**config.mk**
```make
export PLATFORM = sky130hd
export DESIGN_NAME = encoder_setpoint_adjuster_core
export DESIGN_NICKNAME = d
export VERILOG_FILES = /design/src/hdl/esa_pkg.sv /design/src/hdl/encoder_setpoint_adjuster_core.sv
export VERILOG_INCLUDE_DIRS = /design/src /design/src/hdl
export SDC_FILE = /design/constraint.sdc
export NUM_CORES = 1
export LEC_CHECK = 0
export BUFFER_PORTS_ARGS = -buffer_cell sky130_fd_sc_hd__buf_4
export CAP_MARGIN = 15
export CORE_MARGIN = 2
export CORE_UTILIZATION = 45
export CTS_BUF_LIST = sky130_fd_sc_hd__clkbuf_4 sky130_fd_sc_hd__clkbuf_8
export CTS_CLUSTER_DIAMETER = 100
export DETAILED_ROUTE_END_ITERATION = 10
export PLACE_DENSITY = 0.66
export SLEW_MARGIN = 20
export SYNTH_ARGS = -nofsm -noshare
export SYNTH_HDL_FRONTEND = slang
export SYNTH_SLANG_ARGS = --single-unit
```
**constraint.sdc**
```tcl
create_clock -name i_clk -period 8.8 [get_ports i_clk]
set_clock_uncertainty 0.15 [all_clocks]
set_input_delay 1.76 -clock i_clk [delete_from_list [all_inputs] [get_ports i_clk]]
set_output_delay 1.76 -clock i_clk [all_outputs]
set_load 0.05 [all_outputs]
```
**src/hdl/encoder_setpoint_adjuster_core_macros.svh**
```systemverilog
// ----------------------------------------------------------------------------
// encoder setpoint adjuster assertion macros
// shared concurrent assertion forms, clocked on i_clk, off while in reset
// ----------------------------------------------------------------------------
`ifndef ENCODER_SETPOINT_ADJUSTER_CORE_MACROS_SVH
`define ENCODER_SETPOINT_ADJUSTER_CORE_MACROS_SVH

// same-cycle implication
`define ESA_ASSERT_IMP(lbl, ante, cons, msg) \
    lbl: assert property (@(posedge i_clk) disable iff (!i_rst_n) (ante) |-> (cons)) \
        else $error(msg);

// next-cycle implication
`define ESA_ASSERT_NXT(lbl, ante, cons, msg) \
    lbl: assert property (@(posedge i_clk) disable iff (!i_rst_n) (ante) |=> (cons)) \
        else $error(msg);

`endif

```
**src/hdl/esa_pkg.sv**
```systemverilog
// ----------------------------------------------------------------------------
// encoder setpoint adjuster package
// widths, register indexes, reset values and step sizes
// ----------------------------------------------------------------------------
package esa_pkg;

    // pulse counter width (8 to 32)
    localparam int COUNT_BITS = 16;

    localparam int TIME_W  = 17;
    localparam int SPEED_W = 16;
    localparam int RATE_W  = 18;
    localparam int CFG_AW  = 3;
    localparam int CFG_DW  = 18;

    // width that holds count * 3 and the rate ceiling
    localparam int PROD_W = (COUNT_BITS + 2 > RATE_W) ? COUNT_BITS + 2 : RATE_W;

    localparam int IN_DATA_W  = 8;
    localparam int IN_USER_W  = 2;
    localparam int OUT_DATA_W = 40;

    // configuration register indexes
    typedef enum logic [CFG_AW-1:0] {
        REG_TIME_MAX  = 3'd0,
        REG_TIME_MIN  = 3'd1,
        REG_SPEED_MAX = 3'd2,
        REG_SPEED_MIN = 3'd3,
        REG_FAST_THR  = 3'd4
    } t_cfg_reg;

    // reset values of the configuration registers
    localparam logic [TIME_W-1:0]  TIME_MAX_RST  = TIME_W'(86400);
    localparam logic [TIME_W-1:0]  TIME_MIN_RST  = TIME_W'(60);
    localparam logic [SPEED_W-1:0] SPEED_MAX_RST = SPEED_W'(3000);
    localparam logic [SPEED_W-1:0] SPEED_MIN_RST = SPEED_W'(100);
    localparam logic [RATE_W-1:0]  FAST_THR_RST  = RATE_W'(60);

    // step sizes and limits
    localparam logic [TIME_W-1:0]  TIME_STEP_SLOW  = TIME_W'(60);
    localparam logic [TIME_W-1:0]  TIME_STEP_FAST  = TIME_W'(600);
    localparam logic [SPEED_W-1:0] SPEED_STEP_SLOW = SPEED_W'(10);
    localparam logic [SPEED_W-1:0] SPEED_STEP_FAST = SPEED_W'(50);
    localparam logic [TIME_W-1:0]  TIME_ENABLE_MIN = TIME_W'(60);

    localparam logic [COUNT_BITS-1:0] COUNT_MAX = '1;
    localparam logic [PROD_W-1:0]     RATE_MAX  = PROD_W'({RATE_W{1'b1}});

    // item kind on the input tuser
    typedef enum logic {
        OP_EDGE = 1'b0,
        OP_TICK = 1'b1
    } t_op;

endpackage

```
**src/hdl/encoder_setpoint_adjuster_core.sv**
```systemverilog
// an accepted input word moves from the input register through the update logic into the
// result register; throughput: one word per cycle while the result side is not stalled
// a stalled result word holds a full input register, so tready drops until the result moves
// reset (synchronous, active low) zeroes setpoints, pulse counts and rates,
// loads the default limits and empties both registers
// ----------------------------------------------------------------------------
// encoder setpoint adjuster core
// two knobs step a time and a speed setpoint, step size from measured knob rate
// ----------------------------------------------------------------------------
`include "encoder_setpoint_adjuster_core_macros.svh"

module encoder_setpoint_adjuster_core
    import esa_pkg::*;
(
    input  logic                  i_clk,
    input  logic                  i_rst_n,
    // configuration write port
    input  logic                  i_cfg_we,
    input  logic [CFG_AW-1:0]     i_cfg_addr,
    input  logic [CFG_DW-1:0]     i_cfg_wdata,
    // input stream
    input  logic                  s_axis_tvalid,
    output logic                  s_axis_tready,
    input  logic [IN_DATA_W-1:0]  s_axis_tdata,   // b_level, motor_stopped, zero fill
    input  logic [IN_USER_W-1:0]  s_axis_tuser,   // operation, knob
    // result stream
    output logic                  m_axis_tvalid,
    input  logic                  m_axis_tready,
    output logic [OUT_DATA_W-1:0] m_axis_tdata    // time_setpoint, speed_setpoint,
                                                  // time_enabled, time_blink_restart,
                                                  // speed_blink_restart, knob_turned,
                                                  // zero fill
);

    // configuration registers
    logic [TIME_W-1:0]  r_time_max, r_time_min;
    logic [SPEED_W-1:0] r_speed_max, r_speed_min;
    logic [RATE_W-1:0]  r_fast_thr;

    // block state
    logic [TIME_W-1:0]     r_time_val, n_time_val;
    logic [SPEED_W-1:0]    r_speed_val, n_speed_val;
    logic [COUNT_BITS-1:0] r_pulse_cnt [2];
    logic [COUNT_BITS-1:0] n_pulse_cnt [2];
    logic [RATE_W-1:0]     r_knob_rate [2];
    logic [RATE_W-1:0]     n_knob_rate [2];

    // input register
    logic r_in_valid;
    t_op  r_in_op;
    logic r_in_knob, r_in_dec, r_in_stopped;

    // result register
    logic                r_out_valid;
    logic [TIME_W-1:0]   r_out_time;
    logic [SPEED_W-1:0]  r_out_speed;
    logic                r_out_ten, r_out_tblink, r_out_sblink;
    logic [1:0]          r_out_turned;

    logic out_free, adv;
    logic fast;
    logic tblink, sblink;
    logic [1:0] turned;
    logic [TIME_W:0]    time_sum;
    logic [TIME_W-1:0]  time_step, time_diff;
    logic               time_borrow;
    logic [SPEED_W:0]   speed_sum;
    logic [SPEED_W-1:0] speed_step, speed_diff;
    logic               speed_borrow;
    logic [PROD_W-1:0]  prod [2];

    // handshake
    assign out_free      = !r_out_valid || m_axis_tready;
    assign adv           = r_in_valid && out_free;
    assign s_axis_tready = !r_in_valid || out_free;

    // configuration writes
    always_ff @(posedge i_clk) begin
        if (!i_rst_n) begin
            r_time_max  <= TIME_MAX_RST;
            r_time_min  <= TIME_MIN_RST;
            r_speed_max <= SPEED_MAX_RST;
            r_speed_min <= SPEED_MIN_RST;
            r_fast_thr  <= FAST_THR_RST;
        end else if (i_cfg_we) begin
            case (t_cfg_reg'(i_cfg_addr))
                REG_TIME_MAX:  r_time_max  <= i_cfg_wdata[TIME_W-1:0];
                REG_TIME_MIN:  r_time_min  <= i_cfg_wdata[TIME_W-1:0];
                REG_SPEED_MAX: r_speed_max <= i_cfg_wdata[SPEED_W-1:0];
                REG_SPEED_MIN: r_speed_min <= i_cfg_wdata[SPEED_W-1:0];
                REG_FAST_THR:  r_fast_thr  <= i_cfg_wdata[RATE_W-1:0];
                default: ;
            endcase
        end
    end

    // input register
    always_ff @(posedge i_clk) begin
        if (!i_rst_n) begin
            r_in_valid <= 1'b0;
        end else if (s_axis_tready) begin
            r_in_valid <= s_axis_tvalid;
        end
    end

    always_ff @(posedge i_clk) begin
        if (s_axis_tready && s_axis_tvalid) begin
            r_in_op      <= t_op'(s_axis_tuser[0]);
            r_in_knob    <= s_axis_tuser[1];
            r_in_dec     <= s_axis_tdata[0];
            r_in_stopped <= s_axis_tdata[1];
        end
    end

    // step arithmetic
    always_comb begin
        fast       = r_knob_rate[r_in_knob] >= r_fast_thr;
        time_step  = fast ? TIME_STEP_FAST : TIME_STEP_SLOW;
        speed_step = fast ? SPEED_STEP_FAST : SPEED_STEP_SLOW;

        time_sum     = {1'b0, r_time_val} + {1'b0, time_step};
        time_borrow  = r_time_val < time_step;
        time_diff    = r_time_val - time_step;
        speed_sum    = {1'b0, r_speed_val} + {1'b0, speed_step};
        speed_borrow = r_speed_val < speed_step;
        speed_diff   = r_speed_val - speed_step;

        for (int i = 0; i < 2; i++) begin
            prod[i] = PROD_W'({r_pulse_cnt[i], 1'b0}) + PROD_W'(r_pulse_cnt[i]);
        end
    end

    // next state and result flags
    always_comb begin
        n_time_val  = r_time_val;
        n_speed_val = r_speed_val;
        n_pulse_cnt = r_pulse_cnt;
        n_knob_rate = r_knob_rate;
        tblink      = 1'b0;
        sblink      = 1'b0;
        turned      = 2'b00;

        case (r_in_op)
            OP_TICK: begin
                for (int i = 0; i < 2; i++) begin
                    n_knob_rate[i] = (prod[i] > RATE_MAX) ? RATE_MAX[RATE_W-1:0]
                                                          : prod[i][RATE_W-1:0];
                    n_pulse_cnt[i] = '0;
                end
            end
            OP_EDGE: begin
                if (r_pulse_cnt[r_in_knob] != COUNT_MAX) begin
                    n_pulse_cnt[r_in_knob] = r_pulse_cnt[r_in_knob] + COUNT_BITS'(1);
                end
                if (!r_in_stopped) begin
                    if (!r_in_knob) begin
                        if (!r_in_dec) begin
                            n_time_val = (time_sum > {1'b0, r_time_max}) ? r_time_max
                                                                         : time_sum[TIME_W-1:0];
                        end else begin
                            n_time_val = (time_borrow || time_diff < r_time_min) ? '0
                                                                                 : time_diff;
                        end
                        tblink = 1'b1;
                        turned = 2'b01;
                    end else begin
                        if (!r_in_dec) begin
                            n_speed_val = (speed_sum > {1'b0, r_speed_max})
                                        ? r_speed_max : speed_sum[SPEED_W-1:0];
                        end else begin
                            n_speed_val = (speed_borrow || speed_diff < r_speed_min)
                                        ? r_speed_min : speed_diff;
                        end
                        sblink = 1'b1;
                        turned = 2'b10;
                    end
                end
            end
            default: ;
        endcase
    end

    // state update
    always_ff @(posedge i_clk) begin
        if (!i_rst_n) begin
            r_time_val  <= '0;
            r_speed_val <= '0;
            r_pulse_cnt <= '{default: '0};
            r_knob_rate <= '{default: '0};
        end else if (adv) begin
            r_time_val  <= n_time_val;
            r_speed_val <= n_speed_val;
            r_pulse_cnt <= n_pulse_cnt;
            r_knob_rate <= n_knob_rate;
        end
    end

    // result register
    always_ff @(posedge i_clk) begin
        if (!i_rst_n) begin
            r_out_valid <= 1'b0;
        end else if (out_free) begin
            r_out_valid <= r_in_valid;
        end
    end

    always_ff @(posedge i_clk) begin
        if (adv) begin
            r_out_time   <= n_time_val;
            r_out_speed  <= n_speed_val;
            r_out_ten    <= n_time_val >= TIME_ENABLE_MIN;
            r_out_tblink <= tblink;
            r_out_sblink <= sblink;
            r_out_turned <= turned;
        end
    end

    assign m_axis_tvalid = r_out_valid;
    assign m_axis_tdata  = {2'b00, r_out_turned, r_out_sblink, r_out_tblink, r_out_ten,
                            r_out_speed, r_out_time};

    // checks
    `ESA_ASSERT_IMP(a_turned_onehot0, r_out_valid, $onehot0(r_out_turned),
        "both knobs flagged as turned")
    `ESA_ASSERT_IMP(a_blink_matches_turned, r_out_valid,
        r_out_tblink == r_out_turned[0] && r_out_sblink == r_out_turned[1],
        "blink restart disagrees with knob_turned")
    `ESA_ASSERT_NXT(a_tick_clears_counts, adv && r_in_op == OP_TICK,
        r_pulse_cnt[0] == '0 && r_pulse_cnt[1] == '0, "window tick left a pulse count")
    `ESA_ASSERT_NXT(a_stall_keeps_input, r_in_valid && r_out_valid && !m_axis_tready,
        r_in_valid, "input word lost while result stalled")

endmodule

```
==> run_results.csv <==
group,metric,value,unit
power,seq_power_share,41.0,%
layout,fill_cells,3049,
power,p_switching,0.7853,mW
setup_path,crit_type,"reg -> reg",
power,pwr-share-comb,17.9,%
hold_path,hp-class,"reg -> reg",
yosys,ys_seq_elements,227,
sta,hold_violations,0,
run,cap_viol_max_count,0,
setup_path,start_kind,"register",
global_routing,gr-total-overflow,0,
global_routing,grt_pass1_wl,59910,um
sta,final.setup.tns,0,ns
setup_path,critPathArrivalTime,8.18,ns
clock_network,clkLatencyLatePin,0.56,ns
placement,finalWeightedCongestion,0.8780,
power,intPower,1.935,mW
yosys,yosys_most_used_dff,"dfxtp_1",
sta,rsz0062_at_grt,"false",
placement,io_buffers,69,
floorplanning,fp.coreArea,0.03172,sq mm
yosys,synth_edf_count,40,
clock_network,cts_buffers,41,
routing,vias,12438,
clock_network,clockBufferDepth,3,
routing,drt_pass1_iterations,6,
floorplanning,design.die.area,0.03387,sq mm
power,leakagePower,6.693,nW
global_routing,track_usage,21.99,%
power,vdd_drop_max,0.00009406,V
setup_path,cp-end-kind,"register",
layout,antenna_cells,0,
sta,fmax,0.1265,GHz
yosys,syn_area_per_cell,8.203,sq um
power,power,2.720,mW
clock_network,clock_sinks,227,
floorplanning,top_level_ports,78,
floorplanning,initial_core_util,45.98,%
power,p_per_area,167.6,mW/mm^2
yosys,async_flop_share,0,%
setup_path,cp_slowest_cell,"a2111oi_4",
clock_network,cts_tree,"built",
routing,wl,37470,um
clock_network,postCtsHoldBufs,0,
global_routing,antenna_found_initial,0,
sta,worst_slew_pin_slew,0.8714,ns
clock_network,cts_resized,0,
layout,final_core_util,51.18,%
outcome,status,"completed",
layout,num-nets-final,1982,
sta,post-route-period-util,89.84,%
sta,slew_viol_final,0,
power,switching_share,28.87,%
setup_path,cp_max_fo,12,
sta,relSlewSlack,41.46,%
routing,drt-initial-drc-count,717,
floorplanning,fp-row-count,65,
power,power_frac_clock,41.1,%
routing,drc,0,
yosys,synthCells,1778,
clock_network,cts_root_buf,"clkbuf_8",
setup_path,cp.required,9.07,ns
clock_network,clkTransAtPathRegs,0.06,ns
global_routing,grt_pass1_vias,11631,
global_routing,grt_start_max_net_pins,81,
placement,dp_hpwl,26960,um
yosys,ys_seq_area_share,33.90,%
floorplanning,die_h,184.0,um
layout,drive_above_1_share,13.28,%
routing,drt-vias-per-instance,5.555,
routing,ant_nets,0,
clock_network,postCtsSetupBuffers,0,
sta,post-route-min-period,7.906,ns
sta,fin_hold_ws,0.2953,ns
yosys,synth_cell_types,81,
routing,routedWlPerCell,16.74,um
layout,area_growth,11.29,%
yosys,ys_warn_count,0,
clock_network,htreeDepth,2,
yosys,netlist_area,0.01459,sq mm
setup_path,cp_common_cell,"a21o_1",
floorplanning,die_w,184.0,um
sta,setup_viol,0,
setup_path,max_stage_delay,0.75,ns
## cell type report
cell class | instances | area, sq um | area share (%)
clock buffers | 60 | 744.5 | 4.586
clock inverters | 13 | 171.4 | 1.056
inverters | 122 | 460.4 | 2.837
multi-input cells | 1323 | 8717 | 53.70
flip-flops and latches | 227 | 4945 | 30.46
well taps | 402 | 503.0 | 3.099
repair buffers | 92 | 690.7 | 4.255
## stage by stage
| stage | setup WS (ns) | instance area, sq um | instances |
|---|---|---|---|
| 6_report | 0.8942 | 16230 | 2239 |
| 5_1_grt | 0.3171 | 16230 | 2239 |
| 4_1_cts | 0.9309 | 16220 | 2239 |
| 3_5_place_dp | 0.9789 | 15310 | 2166 |
| 3_3_place_gp | 1.068 | 15310 | 2166 |
| 2_1_floorplan | 1.436 | 14590 | 1779 |
## layer usage
layer  global-route usage [%]  vias up  share of wire [%]
met3                    3.566       60                5.1
met4                    6.816        0                2.4
met2                    35.92      279                 46
met5                        0        -                  0
li1                         -     6275                  -
met1                    29.74     5824                 47
## worst paths after layout
path / startpoint / endpoint / slack, ns / cells after the start
worst max-delay path: r_in_knob / r_out_ten / 0.89 / 31
worst min-delay path: r_knob_rate[31] / r_knob_rate[31] / 0.30 / 2
worst max register to register: r_in_knob / r_out_ten / 0.89 / 31
worst min register to register: r_knob_rate[31] / r_knob_rate[31] / 0.30 / 2
## power by group through the flow
stage	logic, mW	clock network (mW)	registers (mW)
6_report	0.487	1.12	1.12
5_1_grt	0.535	1.19	1.12
4_1_cts	0.484	1.14	1.12
3_5_place_dp	0.481	0	1.14
3_3_place_gp	0.473	0	1.14
2_1_floorplan	0.333	0	1.15
## Yosys cell counts (5+ instances only)
library cell | count | area [sq um]
nand2_1 | 272 | 1021
a21oi_1 | 196 | 980.9
dfxtp_1 | 187 | 3744
ha_1 | 137 | 1714
inv_1 | 117 | 439.2
o21ai_0 | 93 | 465.5
nor2_1 | 90 | 337.8
clkbuf_1 | 84 | 315.3
xnor2_1 | 46 | 402.9
nand3_1 | 45 | 225.2
edfxtp_1 | 40 | 1201
mux2i_1 | 38 | 380.4
o211ai_1 | 32 | 240.2
a21o_1 | 31 | 232.7
nor3_1 | 31 | 155.2
mux2_2 | 28 | 315.3
xor2_1 | 26 | 227.7
or3_1 | 25 | 156.4
a211oi_1 | 19 | 142.6
a31oi_1 | 16 | 100.1
nand2b_1 | 16 | 100.1
nand4_1 | 16 | 100.1
nor2b_1 | 15 | 93.84
o21a_1 | 12 | 90.09
and3_1 | 11 | 68.82
buf_4 | 10 | 75.07
nand3b_1 | 10 | 75.07
buf_2 | 9 | 45.04
a21oi_2 | 7 | 61.31
and2_1 | 7 | 43.79
nor4_1 | 6 | 37.54
or2_2 | 6 | 37.54
mux2_4 | 5 | 75.07
o21ai_1 | 5 | 25.02
o21ai_2 | 5 | 43.79
o21bai_1 | 5 | 37.54
o31ai_1 | 5 | 37.54
## placed cells by master (no fill, tap or decap), drive strengths merged, types with 31 or more instances in the layout
master and n:
xnor2 46, nand2 272, o21ai 103, a21oi 204, mux2 34, o211ai 33
inv 122, a21o 31, nor3 32, edfxtp 40, mux2i 38, buf 92
clkbuf 60, ha 137, nand3 45, nor2 94, dfxtp 187
## critical path: cells and delay by family (launching register included)
| family | cells | cell delay [ns] |
|---|---|---|
| multiplexers | 1 | 0.41 |
| flip-flops | 1 | 0.74 |
| XOR/XNOR | 1 | 0.32 |
| adder cells (fa/ha/maj) | 4 | 0.99 |
| AO/OA/AOI/OAI | 19 | 4.17 |
| AND/OR/NAND/NOR | 4 | 0.76 |
| buffers and inverters | 2 | 0.23 |
## sequential cells by signal, summed over array words and instances, names as in the netlist, 17 cells and up
register / cells
r_knob_rate: 36
r_time_val: 17
r_fast_thr: 18
r_pulse_cnt: 32
r_out_time: 17
r_time_min: 17
r_time_max: 17
## cell families after synthesis
logic type      count (synthesis)  share of synthesized area, %
compound gates                471                         20.05
xor+xnor                       72                         4.324
fa+ha+maj                     139                         12.03
buf+inv                       229                         6.494
flops                         227                         33.90
mux                            72                         5.362
other cells                     1                       0.02571
simple gates                  567                         17.82
Note: power is estimated with default switching activity, not from simulation.
